`config.mk`:
```
export PLATFORM = sky130hd
export DESIGN_NAME = combined_lcg_shuffle_random_core_flat
export DESIGN_NICKNAME = d
export VERILOG_FILES = /design/src/cls_pkg.sv /design/src/cls_if.sv /design/src/combined_lcg_shuffle_random_core.sv /design/src/cls_mul.sv /design/src/cls_table.sv /design/src/flat_wrapper.sv
export SDC_FILE = /design/constraint.sdc
export NUM_CORES = 2
export LEC_CHECK = 0
export ABC_AREA = 1
export BUFFER_PORTS_ARGS = -buffer_cell sky130_fd_sc_hd__buf_2
export CAP_MARGIN = 5
export CORE_ASPECT_RATIO = 0.9
export CORE_MARGIN = 8
export CORE_UTILIZATION = 40
export CTS_CLUSTER_SIZE = 8
export DETAILED_ROUTE_END_ITERATION = 8
export GPL_TIMING_DRIVEN = 0
export RECOVER_POWER = 50
export SLEW_MARGIN = 25
export SYNTH_ARGS = -nofsm -noshare
export SYNTH_HDL_FRONTEND = slang
export SYNTH_SLANG_ARGS = --single-unit
```
`constraint.sdc`:
```
create_clock -name clk -period 7.6 [get_ports clk]
set_clock_uncertainty 0.1 [all_clocks]
set_input_delay 2.28 -clock clk [delete_from_list [all_inputs] [get_ports clk]]
set_output_delay 2.28 -clock clk [all_outputs]
set_load 0.005 [all_outputs]
```
`src/cls_pkg.sv`:
```
`timescale 1ns / 1ps
// ----------------------------------------------------------------------------
// cls_pkg: shared constants for the combined LCG shuffle generator
// Moduli, multipliers and Schrage factors of both generators, and the
// reciprocals that turn the quotient z / q into a multiply and a shift.
// ----------------------------------------------------------------------------
package cls_pkg;

    localparam int unsigned VAL_W = 31;
    localparam int unsigned MUL_W = 32;
    localparam int unsigned PROD_W = 64;

    localparam logic [MUL_W-1:0] IM1 = 32'd2147483563;
    localparam logic [MUL_W-1:0] IM2 = 32'd2147483399;
    localparam logic [MUL_W-1:0] IA1 = 32'd40014;
    localparam logic [MUL_W-1:0] IA2 = 32'd40692;
    localparam logic [MUL_W-1:0] IQ1 = 32'd53668;
    localparam logic [MUL_W-1:0] IQ2 = 32'd52774;
    localparam logic [MUL_W-1:0] IR1 = 32'd12211;
    localparam logic [MUL_W-1:0] IR2 = 32'd3791;

    localparam logic [VAL_W-1:0] FIRST_RESET = 31'd1;
    localparam logic [VAL_W-1:0] SECOND_RESET = 31'd123456789;

    // Quotient z / q for any 31-bit z: (z * ceil(2^47 / q)) >> 47
    localparam int unsigned K_SHIFT = 47;
    localparam int unsigned K_W = 16;
    localparam logic [PROD_W-1:0] RECIP1_FULL =
        ((64'd1 << K_SHIFT) + 64'd53668 - 64'd1) / 64'd53668;
    localparam logic [PROD_W-1:0] RECIP2_FULL =
        ((64'd1 << K_SHIFT) + 64'd52774 - 64'd1) / 64'd52774;
    localparam logic [MUL_W-1:0] RECIP1 = RECIP1_FULL[MUL_W-1:0];
    localparam logic [MUL_W-1:0] RECIP2 = RECIP2_FULL[MUL_W-1:0];

endpackage

```
`src/cls_if.sv`:
```
`timescale 1ns / 1ps
// ----------------------------------------------------------------------------
// cls_if: request and response channels
// Valid/ready channels; a transfer happens when valid and ready are high.
// ----------------------------------------------------------------------------
interface cls_req_if;
    logic        valid;
    logic        ready;
    logic        func;
    logic [30:0] seed_value;

    modport source (output valid, output func, output seed_value, input ready);
    modport sink (input valid, input func, input seed_value, output ready);
endinterface

interface cls_rsp_if;
    logic        valid;
    logic        ready;
    logic [30:0] random_value;

    modport source (output valid, output random_value, input ready);
    modport sink (input valid, input random_value, output ready);
endinterface

```
`src/combined_lcg_shuffle_random_core.sv`:
```
`timescale 1ns / 1ps
// ----------------------------------------------------------------------------
// combined_lcg_shuffle_random_core: combined LCG with shuffle table
// Two Schrage-form generators share one registered multiplier under a small
// sequencer; their outputs are mixed through a shuffle table.
// ----------------------------------------------------------------------------
//  channel  dir  payload                 transfer
//  req      in   func, seed_value        req.valid && req.ready
//  rsp      out  random_value            rsp.valid && rsp.ready
//
//  Each Schrage step runs through states K, Q, A, R and F on the shared multiplier.
//  Draw: both generators step, then slot, read and mix; reseed first runs TABLE_DEPTH + 8 warm-up steps.
//  req.ready is high only while the sequencer is idle.
//  A finished result waits in the output register; a new request may enter
//  meanwhile and its result holds until the old one is taken.
//  Reset restores both generators and clears the table through valid bits.
// ----------------------------------------------------------------------------
module combined_lcg_shuffle_random_core
    import cls_pkg::*;
#(
    parameter int unsigned TABLE_DEPTH = 32
)
(
    input  logic      clk,
    input  logic      rst_n,
    cls_req_if.sink   req,
    cls_rsp_if.source rsp
);

    localparam int unsigned IDX_W = $clog2(TABLE_DEPTH);
    localparam int unsigned CNT_W = $clog2(TABLE_DEPTH + 8);
    localparam logic [CNT_W-1:0] WARM_LAST = CNT_W'(TABLE_DEPTH + 7);
    localparam logic [CNT_W-1:0] DEPTH_CNT = CNT_W'(TABLE_DEPTH);
    localparam logic [IDX_W-1:0] SLOT_MAX = IDX_W'(TABLE_DEPTH - 1);
    localparam logic [PROD_W-1:0] NDIV =
        64'd1 + (64'd2147483563 - 64'd1) / 64'(TABLE_DEPTH);
    localparam int unsigned SLOT_SHIFT = 31 + $clog2(NDIV);
    localparam logic [PROD_W-1:0] RECIP_SLOT_FULL =
        ((64'd1 << SLOT_SHIFT) + NDIV - 64'd1) / NDIV;
    localparam logic [MUL_W-1:0] RECIP_SLOT = RECIP_SLOT_FULL[MUL_W-1:0];
    localparam logic [VAL_W+1:0] WRAP_ADD = (VAL_W+2)'(IM1) - 33'd1;

    typedef enum logic [3:0] {
        ST_IDLE,
        ST_K,
        ST_Q,
        ST_A,
        ST_R,
        ST_F,
        ST_SLOT,
        ST_READ,
        ST_MIX,
        ST_DONE
    } state_t;

    typedef enum logic [1:0] {
        PH_WARM,
        PH_FIRST,
        PH_SECOND
    } phase_t;

    state_t            state_reg;
    phase_t            phase_reg;
    logic [VAL_W-1:0]  first_reg;
    logic [VAL_W-1:0]  second_reg;
    logic [VAL_W-1:0]  last_reg;
    logic [VAL_W-1:0]  z_reg;
    logic [VAL_W-1:0]  out_reg;
    logic              out_valid_reg;
    logic [CNT_W-1:0]  j_reg;
    logic [K_W-1:0]    k_reg;
    logic [MUL_W-1:0]  u_reg;
    logic [IDX_W-1:0]  slot_reg;

    logic [MUL_W-1:0]  mul_a;
    logic [MUL_W-1:0]  mul_b;
    logic [PROD_W-1:0] prod;

    logic              gen2;
    logic [MUL_W-1:0]  recip_c;
    logic [MUL_W-1:0]  q_c;
    logic [MUL_W-1:0]  a_c;
    logic [MUL_W-1:0]  r_c;
    logic [MUL_W-1:0]  m_c;
    logic [K_W-1:0]    k_now;
    logic [MUL_W-1:0]  lo_full;
    logic [VAL_W+1:0]  v_raw;
    logic [VAL_W+1:0]  v_fix;
    logic [VAL_W-1:0]  v_res;
    logic [PROD_W-1:0] slot_full;
    logic [IDX_W-1:0]  slot_idx;
    logic [VAL_W+1:0]  diff_raw;
    logic [VAL_W+1:0]  diff_fix;
    logic [VAL_W-1:0]  seed_fix;
    logic              warm_write;
    logic              out_load;

    logic              tbl_wr_en;
    logic [IDX_W-1:0]  tbl_wr_addr;
    logic [VAL_W-1:0]  tbl_wr_data;
    logic              tbl_rd_en;
    logic [VAL_W-1:0]  tbl_rd_data;

    cls_mul u_mul (
        .clk  (clk),
        .a    (mul_a),
        .b    (mul_b),
        .prod (prod)
    );

    cls_table #(
        .DEPTH (TABLE_DEPTH)
    ) u_table (
        .clk     (clk),
        .rst_n   (rst_n),
        .wr_en   (tbl_wr_en),
        .wr_addr (tbl_wr_addr),
        .wr_data (tbl_wr_data),
        .rd_en   (tbl_rd_en),
        .rd_addr (slot_idx),
        .rd_data (tbl_rd_data)
    );

    assign gen2    = (phase_reg == PH_SECOND);
    assign recip_c = gen2 ? RECIP2 : RECIP1;
    assign q_c     = gen2 ? IQ2 : IQ1;
    assign a_c     = gen2 ? IA2 : IA1;
    assign r_c     = gen2 ? IR2 : IR1;
    assign m_c     = gen2 ? IM2 : IM1;

    assign k_now   = prod[K_SHIFT +: K_W];
    assign lo_full = MUL_W'(z_reg) - prod[MUL_W-1:0];

    assign v_raw = (VAL_W+2)'(u_reg) - (VAL_W+2)'(prod[MUL_W-1:0]);
    assign v_fix = v_raw[VAL_W+1] ? v_raw + (VAL_W+2)'(m_c) : v_raw;
    assign v_res = v_fix[VAL_W-1:0];

    assign slot_full = prod >> SLOT_SHIFT;
    assign slot_idx  = (slot_full >= PROD_W'(TABLE_DEPTH)) ? SLOT_MAX
                                                             : slot_full[IDX_W-1:0];

    assign diff_raw = (VAL_W+2)'(tbl_rd_data) - (VAL_W+2)'(second_reg);
    assign diff_fix = (diff_raw[VAL_W+1] || diff_raw == '0) ? diff_raw + WRAP_ADD
                                                              : diff_raw;

    assign seed_fix   = (req.seed_value == '0) ? FIRST_RESET : req.seed_value;
    assign warm_write = (phase_reg == PH_WARM) && (j_reg < DEPTH_CNT);
    assign out_load   = (state_reg == ST_DONE) && (!out_valid_reg || rsp.ready);

    always_comb
    begin
        mul_a = '0;
        mul_b = '0;
        unique case (state_reg)
            ST_K:
            begin
                mul_a = MUL_W'(z_reg);
                mul_b = recip_c;
            end
            ST_Q:
            begin
                mul_a = MUL_W'(k_now);
                mul_b = q_c;
            end
            ST_A:
            begin
                mul_a = MUL_W'(lo_full[K_W-1:0]);
                mul_b = a_c;
            end
            ST_R:
            begin
                mul_a = MUL_W'(k_reg);
                mul_b = r_c;
            end
            ST_SLOT:
            begin
                mul_a = MUL_W'(last_reg);
                mul_b = RECIP_SLOT;
            end
            default:
            begin
                mul_a = '0;
                mul_b = '0;
            end
        endcase
    end

    always_comb
    begin
        tbl_wr_en   = 1'b0;
        tbl_wr_addr = j_reg[IDX_W-1:0];
        tbl_wr_data = v_res;
        if (state_reg == ST_F && warm_write)
        begin
            tbl_wr_en = 1'b1;
        end
        else if (state_reg == ST_MIX)
        begin
            tbl_wr_en   = 1'b1;
            tbl_wr_addr = slot_reg;
            tbl_wr_data = first_reg;
        end
    end

    assign tbl_rd_en = (state_reg == ST_READ);

    always_ff @(posedge clk or negedge rst_n)
    begin
        if (!rst_n)
        begin
            state_reg     <= ST_IDLE;
            phase_reg     <= PH_FIRST;
            first_reg     <= FIRST_RESET;
            second_reg    <= SECOND_RESET;
            last_reg      <= '0;
            z_reg         <= '0;
            out_reg       <= '0;
            out_valid_reg <= 1'b0;
            j_reg         <= '0;
            k_reg         <= '0;
            u_reg         <= '0;
            slot_reg      <= '0;
        end
        else
        begin
            if (out_load)
            begin
                out_valid_reg <= 1'b1;
            end
            else if (out_valid_reg && rsp.ready)
            begin
                out_valid_reg <= 1'b0;
            end
            unique case (state_reg)
                ST_IDLE:
                begin
                    if (req.valid)
                    begin
                        state_reg <= ST_K;
                        if (req.func)
                        begin
                            first_reg  <= seed_fix;
                            second_reg <= seed_fix;
                            z_reg      <= seed_fix;
                            j_reg      <= WARM_LAST;
                            phase_reg  <= PH_WARM;
                        end
                        else
                        begin
                            z_reg     <= first_reg;
                            phase_reg <= PH_FIRST;
                        end
                    end
                end
                ST_K:
                begin
                    state_reg <= ST_Q;
                end
                ST_Q:
                begin
                    k_reg     <= k_now;
                    state_reg <= ST_A;
                end
                ST_A:
                begin
                    state_reg <= ST_R;
                end
                ST_R:
                begin
                    u_reg     <= prod[MUL_W-1:0];
                    state_reg <= ST_F;
                end
                ST_F:
                begin
                    unique case (phase_reg)
                        PH_WARM:
                        begin
                            first_reg <= v_res;
                            z_reg     <= v_res;
                            state_reg <= ST_K;
                            if (j_reg == '0)
                            begin
                                last_reg  <= v_res;
                                phase_reg <= PH_FIRST;
                            end
                            else
                            begin
                                j_reg <= j_reg - 1'b1;
                            end
                        end
                        PH_FIRST:
                        begin
                            first_reg <= v_res;
                            z_reg     <= second_reg;
                            phase_reg <= PH_SECOND;
                            state_reg <= ST_K;
                        end
                        default:
                        begin
                            second_reg <= v_res;
                            state_reg  <= ST_SLOT;
                        end
                    endcase
                end
                ST_SLOT:
                begin
                    state_reg <= ST_READ;
                end
                ST_READ:
                begin
                    slot_reg  <= slot_idx;
                    state_reg <= ST_MIX;
                end
                ST_MIX:
                begin
                    last_reg  <= diff_fix[VAL_W-1:0];
                    state_reg <= ST_DONE;
                end
                ST_DONE:
                begin
                    if (out_load)
                    begin
                        out_reg   <= last_reg;
                        state_reg <= ST_IDLE;
                    end
                end
                default:
                begin
                    state_reg <= ST_IDLE;
                end
            endcase
        end
    end

    assign req.ready        = (state_reg == ST_IDLE);
    assign rsp.valid        = out_valid_reg;
    assign rsp.random_value = out_reg;

endmodule

```
`src/cls_mul.sv`:
```
`timescale 1ns / 1ps
// ----------------------------------------------------------------------------
// cls_mul: shared registered multiplier
// One 32 x 32 unsigned multiply per cycle, product registered.
// ----------------------------------------------------------------------------
module cls_mul
    import cls_pkg::*;
(
    input  logic              clk,
    input  logic [MUL_W-1:0]  a,
    input  logic [MUL_W-1:0]  b,
    output logic [PROD_W-1:0] prod
);

    logic [PROD_W-1:0] prod_reg;

    always_ff @(posedge clk)
    begin
        prod_reg <= PROD_W'(a) * PROD_W'(b);
    end

    assign prod = prod_reg;

endmodule

```
`src/cls_table.sv`:
```
`timescale 1ns / 1ps
// ----------------------------------------------------------------------------
// cls_table: shuffle table
// One write and one registered read port; per-entry valid bits make
// unwritten entries read as zero after reset.
// ----------------------------------------------------------------------------
module cls_table
    import cls_pkg::*;
#(
    parameter int unsigned DEPTH = 32
)
(
    input  logic                     clk,
    input  logic                     rst_n,
    input  logic                     wr_en,
    input  logic [$clog2(DEPTH)-1:0] wr_addr,
    input  logic [VAL_W-1:0]         wr_data,
    input  logic                     rd_en,
    input  logic [$clog2(DEPTH)-1:0] rd_addr,
    output logic [VAL_W-1:0]         rd_data
);

    logic [VAL_W-1:0] mem [DEPTH];
    logic [DEPTH-1:0] valid_reg;
    logic [VAL_W-1:0] rd_data_reg;

    always_ff @(posedge clk or negedge rst_n)
    begin
        if (!rst_n)
        begin
            valid_reg <= '0;
        end
        else if (wr_en)
        begin
            valid_reg[wr_addr] <= 1'b1;
        end
    end

    always_ff @(posedge clk)
    begin
        if (wr_en)
        begin
            mem[wr_addr] <= wr_data;
        end
        if (rd_en)
        begin
            rd_data_reg <= valid_reg[rd_addr] ? mem[rd_addr] : '0;
        end
    end

    assign rd_data = rd_data_reg;

endmodule
```
`src/flat_wrapper.sv`:
```
// flat-port wrapper written by rule: the top's interface ports become plain ports
module combined_lcg_shuffle_random_core_flat import cls_pkg::*;
#(
    parameter int unsigned TABLE_DEPTH = 32
)
  (clk, rst_n, req_valid, req_func, req_seed_value, req_ready, rsp_valid, rsp_random_value, rsp_ready);
  cls_req_if req_i ();
  cls_rsp_if rsp_i ();
  input  logic clk;
  input  logic rst_n;
  input wire logic [$bits(req_i.valid)-1:0] req_valid;
  input wire logic [$bits(req_i.func)-1:0] req_func;
  input wire logic [$bits(req_i.seed_value)-1:0] req_seed_value;
  output wire logic [$bits(req_i.ready)-1:0] req_ready;
  output wire logic [$bits(rsp_i.valid)-1:0] rsp_valid;
  output wire logic [$bits(rsp_i.random_value)-1:0] rsp_random_value;
  input wire logic [$bits(rsp_i.ready)-1:0] rsp_ready;
  assign req_i.valid = req_valid;
  assign req_i.func = req_func;
  assign req_i.seed_value = req_seed_value;
  assign req_ready = req_i.ready;
  assign rsp_valid = rsp_i.valid;
  assign rsp_random_value = rsp_i.random_value;
  assign rsp_i.ready = rsp_ready;
  combined_lcg_shuffle_random_core #(.TABLE_DEPTH(TABLE_DEPTH)) u_core (.clk(clk), .rst_n(rst_n), .req(req_i), .rsp(rsp_i));
endmodule
```
==> results.md <==
- Status: finished, violations left
- Violated checks: max-capacitance violations, max-slew violations, negative setup slack
- WP data arrival: 8.96 ns
- Kind of critical path: flop to flop
- Crit Path Max Fanout: 10
- Setup ws final: -0.764 ns
- Synth Area in Compound Gates: 10.7%
- Cell area after synthesis: 86700 sq um
- Drt total wl: 323000 microns
- Max-slew violations: 567
- Initial Util: 40.1%
- Area of the multi-input gates: 44800 sq um
- Cell Area, Placed: 93900 sq um
- Worst-Skew Late Latency: 0.86 ns
- Inst Count DP: 11900
- Initial antenna violation count: 14
- Gate Count Post-Synth: 8767
- Total track usage: 27.1%
- Clock buffer depth: 3
- Worst rel slew slack: -209%
- Crit-path slowest cell: fa_2
- Synth top area share: 35.4%
- Mux cell area share after synthesis: 0.0909%
- Final instance area: 102000 sq um
- Site Rows: 162
- DRC errors left: 0
- Max reg flops: 992
- Layout Nets: 10500
- Final core occ: 47.2%
- DIE HEIGHT: 458 microns
- Die ar.: 232000 sq um
- Antenna Nets Post-Route: 0
- Most frequent CP cell: fa_1
- Via/cell ratio: 5.62
- Post-synth top flop: edfxtp_1
- Setup Viol. Count Final: 50
- Core area: 216000 sq um
- Commonest non-fill, non-tap cells in the layout: 1370 x inv_1, 1145 x nand2_1, 1023 x edfxtp_1
- Crit-path max cell delay: 0.67 ns
- Adder-Cell Fraction of Synth Area: 23.2%
- # IOs: 69
- Most area-consuming cells after synthesis: edfxtp_1 35%, fa_1 17%, dfrtp_1 6.8%, inv_1 6.2%, ha_1 6.0%
- Slew of the pin with the lowest slew margin: 4.63 ns
- Global route overflow: 0
- Pre-CTS WS: -2.77 ns
- Final Hold Fails: 0
- Number of DRC markers in iteration 0: 8015
- TritonCTS Buffers: 186
- Synth Register Bits: 1324
- Storage cell area: 38100 sq um
- Input/output buffers: 68
- Root buffer cell: clkbuf_16
- Initial DRT Pass Iterations: 8
- Die Width: 507 microns
- Clk slew on worst S/H paths: 0.05 ns
- Number of enable flip-flop cells after synthesis: 1023
- Detailed Place HPWL: 254000 microns
- Avg Inst Size Synth: 9.89 sq um
- Simple-Gate Fraction of Synth Area: 13.5%
- Fmax: 120 MHz
- TritonCTS clock tree: yes
- Largest family of logic cells by synthesized area: adder cells
- Crit path required time: 8.20 ns
- Synth area leader: edfxtp_1
- Ys async rst share: 19.1%
- Crit. End Element: flop
- Startpoint Class: flop
- Vias: 69200
- Synth cell types: 60
- Min-delay worst type: flop to flop
- Post-CTS Hold Buffers: 0
- Largest net degree at the start of global routing: 83
- First-pass GRT wire length: 463000 microns
- # Max-Cap Violations: 34
- H-tree depth: 4
- Clock sinks: 1324
- RSZ-0062 raised after global routing: yes
- Fill cells: 20100
- Most common cell after layout, fill and taps aside: inv_1
- Share of layout cells above drive strength 1: 11.9%
- Post-synthesis sequential area ratio: 43.9%
- Crit share post-route: 110%
- Yosys warnings: 0
- Area delta synth->final: 17.7%
- Vias in the first global route: 68300
- DR WL/cell: 26.3 microns
- XOR/XNOR Fraction of Synth Area: 0.815%
- Final Wtd Congestion: 1.01
- Post-route minimum period: 8.36 ns
- Final std cells w/o fill: 12300
==> layout make-up <==
type | count | area share, %
Antenna cell | 9 | 0.0221
Tap cell | 2870 | 3.52
Clock buffer | 252 | 4.84
Multi-Input combinational cell | 5726 | 43.9
Timing Repair Buffer | 313 | 3.12
Clock inverter | 18 | 0.363
Sequential cell | 1324 | 37.3
Buffer | 334 | 1.48
Inverter | 1455 | 5.42
==> synthesized netlist by cell type (31+ instances only) <==
| master | instances |
|---|---|
| dfxtp_1 | 48 |
| o22ai_1 | 54 |
| o211ai_1 | 36 |
| a21oi_1 | 276 |
| xor2_1 | 50 |
| o221ai_1 | 218 |
| a31oi_1 | 47 |
| edfxtp_1 | 1023 |
| inv_1 | 1433 |
| a22oi_1 | 46 |
| nand4_1 | 39 |
| o21ai_0 | 769 |
| nor3_1 | 35 |
| ha_1 | 415 |
| nor2_1 | 1109 |
| dfrtp_1 | 235 |
| nand2_1 | 1205 |
| clkbuf_1 | 289 |
| nand3_1 | 310 |
| a311oi_1 | 31 |
| and3_1 | 32 |
| fa_1 | 746 |
==> layer usage <==
metal  vias up  global-route usage (%)  part of all wire (%)
met3       800                    4.73                   8.6
met1     34600                    34.8                    39
met5         -                       0                0.0065
met2      3626                    42.9                    45
met4         4                    16.5                   7.7
li1      30100                       -                     -
==> worst paths after layout <==
check	from	to	slack, ns	depth (start not counted)
max	u_core.state_reg[2]$_DFFE_PN0P_	u_core.u_mul.prod[52]$_DFF_P_	-0.76	31
min	u_core.u_table.valid_reg[25]$_DFFE_PN0N_	u_core.u_table.valid_reg[25]$_DFFE_PN0N_	0.36	2
max reg2reg	u_core.state_reg[2]$_DFFE_PN0P_	u_core.u_mul.prod[52]$_DFF_P_	-0.76	31
min reg2reg	u_core.u_table.valid_reg[25]$_DFFE_PN0N_	u_core.u_table.valid_reg[25]$_DFFE_PN0N_	0.36	2
max in group asynchronous	rst_n	u_core.z_reg[1]$_DFFE_PN0P_	0.39	3
min in group asynchronous	rst_n	u_core.rsp.random_value[11]$_DFFE_PN0P_	1.38	1
==> cells by family after synthesis <==
kind of cell	after synthesis
and+or+nand+nor	2840
AOI/OAI and AO/OA	1564
adders and majority gates	1161
buffers and inverters	1790
muxes	7
DFF	1324
other	2
xor gates and xnor gates	79
==> timing repair <==
item	in CTS	in global routing
endpoints found under the setup margin	39	35
resized for setup	513	200
setup buffers	122	38
pin swaps	93	83
==> worst max-delay path, delay by kind of cell (launching register included) <==
family,cells,cell delay (ns)
fa+ha+maj,9,4.48
compound gates,4,0.63
buf+inv,11,1.34
flops,1,0.44
xor+xnor,1,0.14
simple gates,6,1.06
==> metrics by stage <==
| step | hold WS, ns | TNS, ns |
|---|---|---|
| floorplan | 0.327 | 0 |
| global placement | 0.339 | -975.91 |
| detailed placement | 0.347 | -72.72 |
| CTS | 0.359 | -15.08 |
| global route | 0.372 | -100.29 |
| finish | 0.357 | -21.74 |
Power is not shown: default switching activity piles up to over one toggle a cycle in this logic, so the estimate is an artifact.
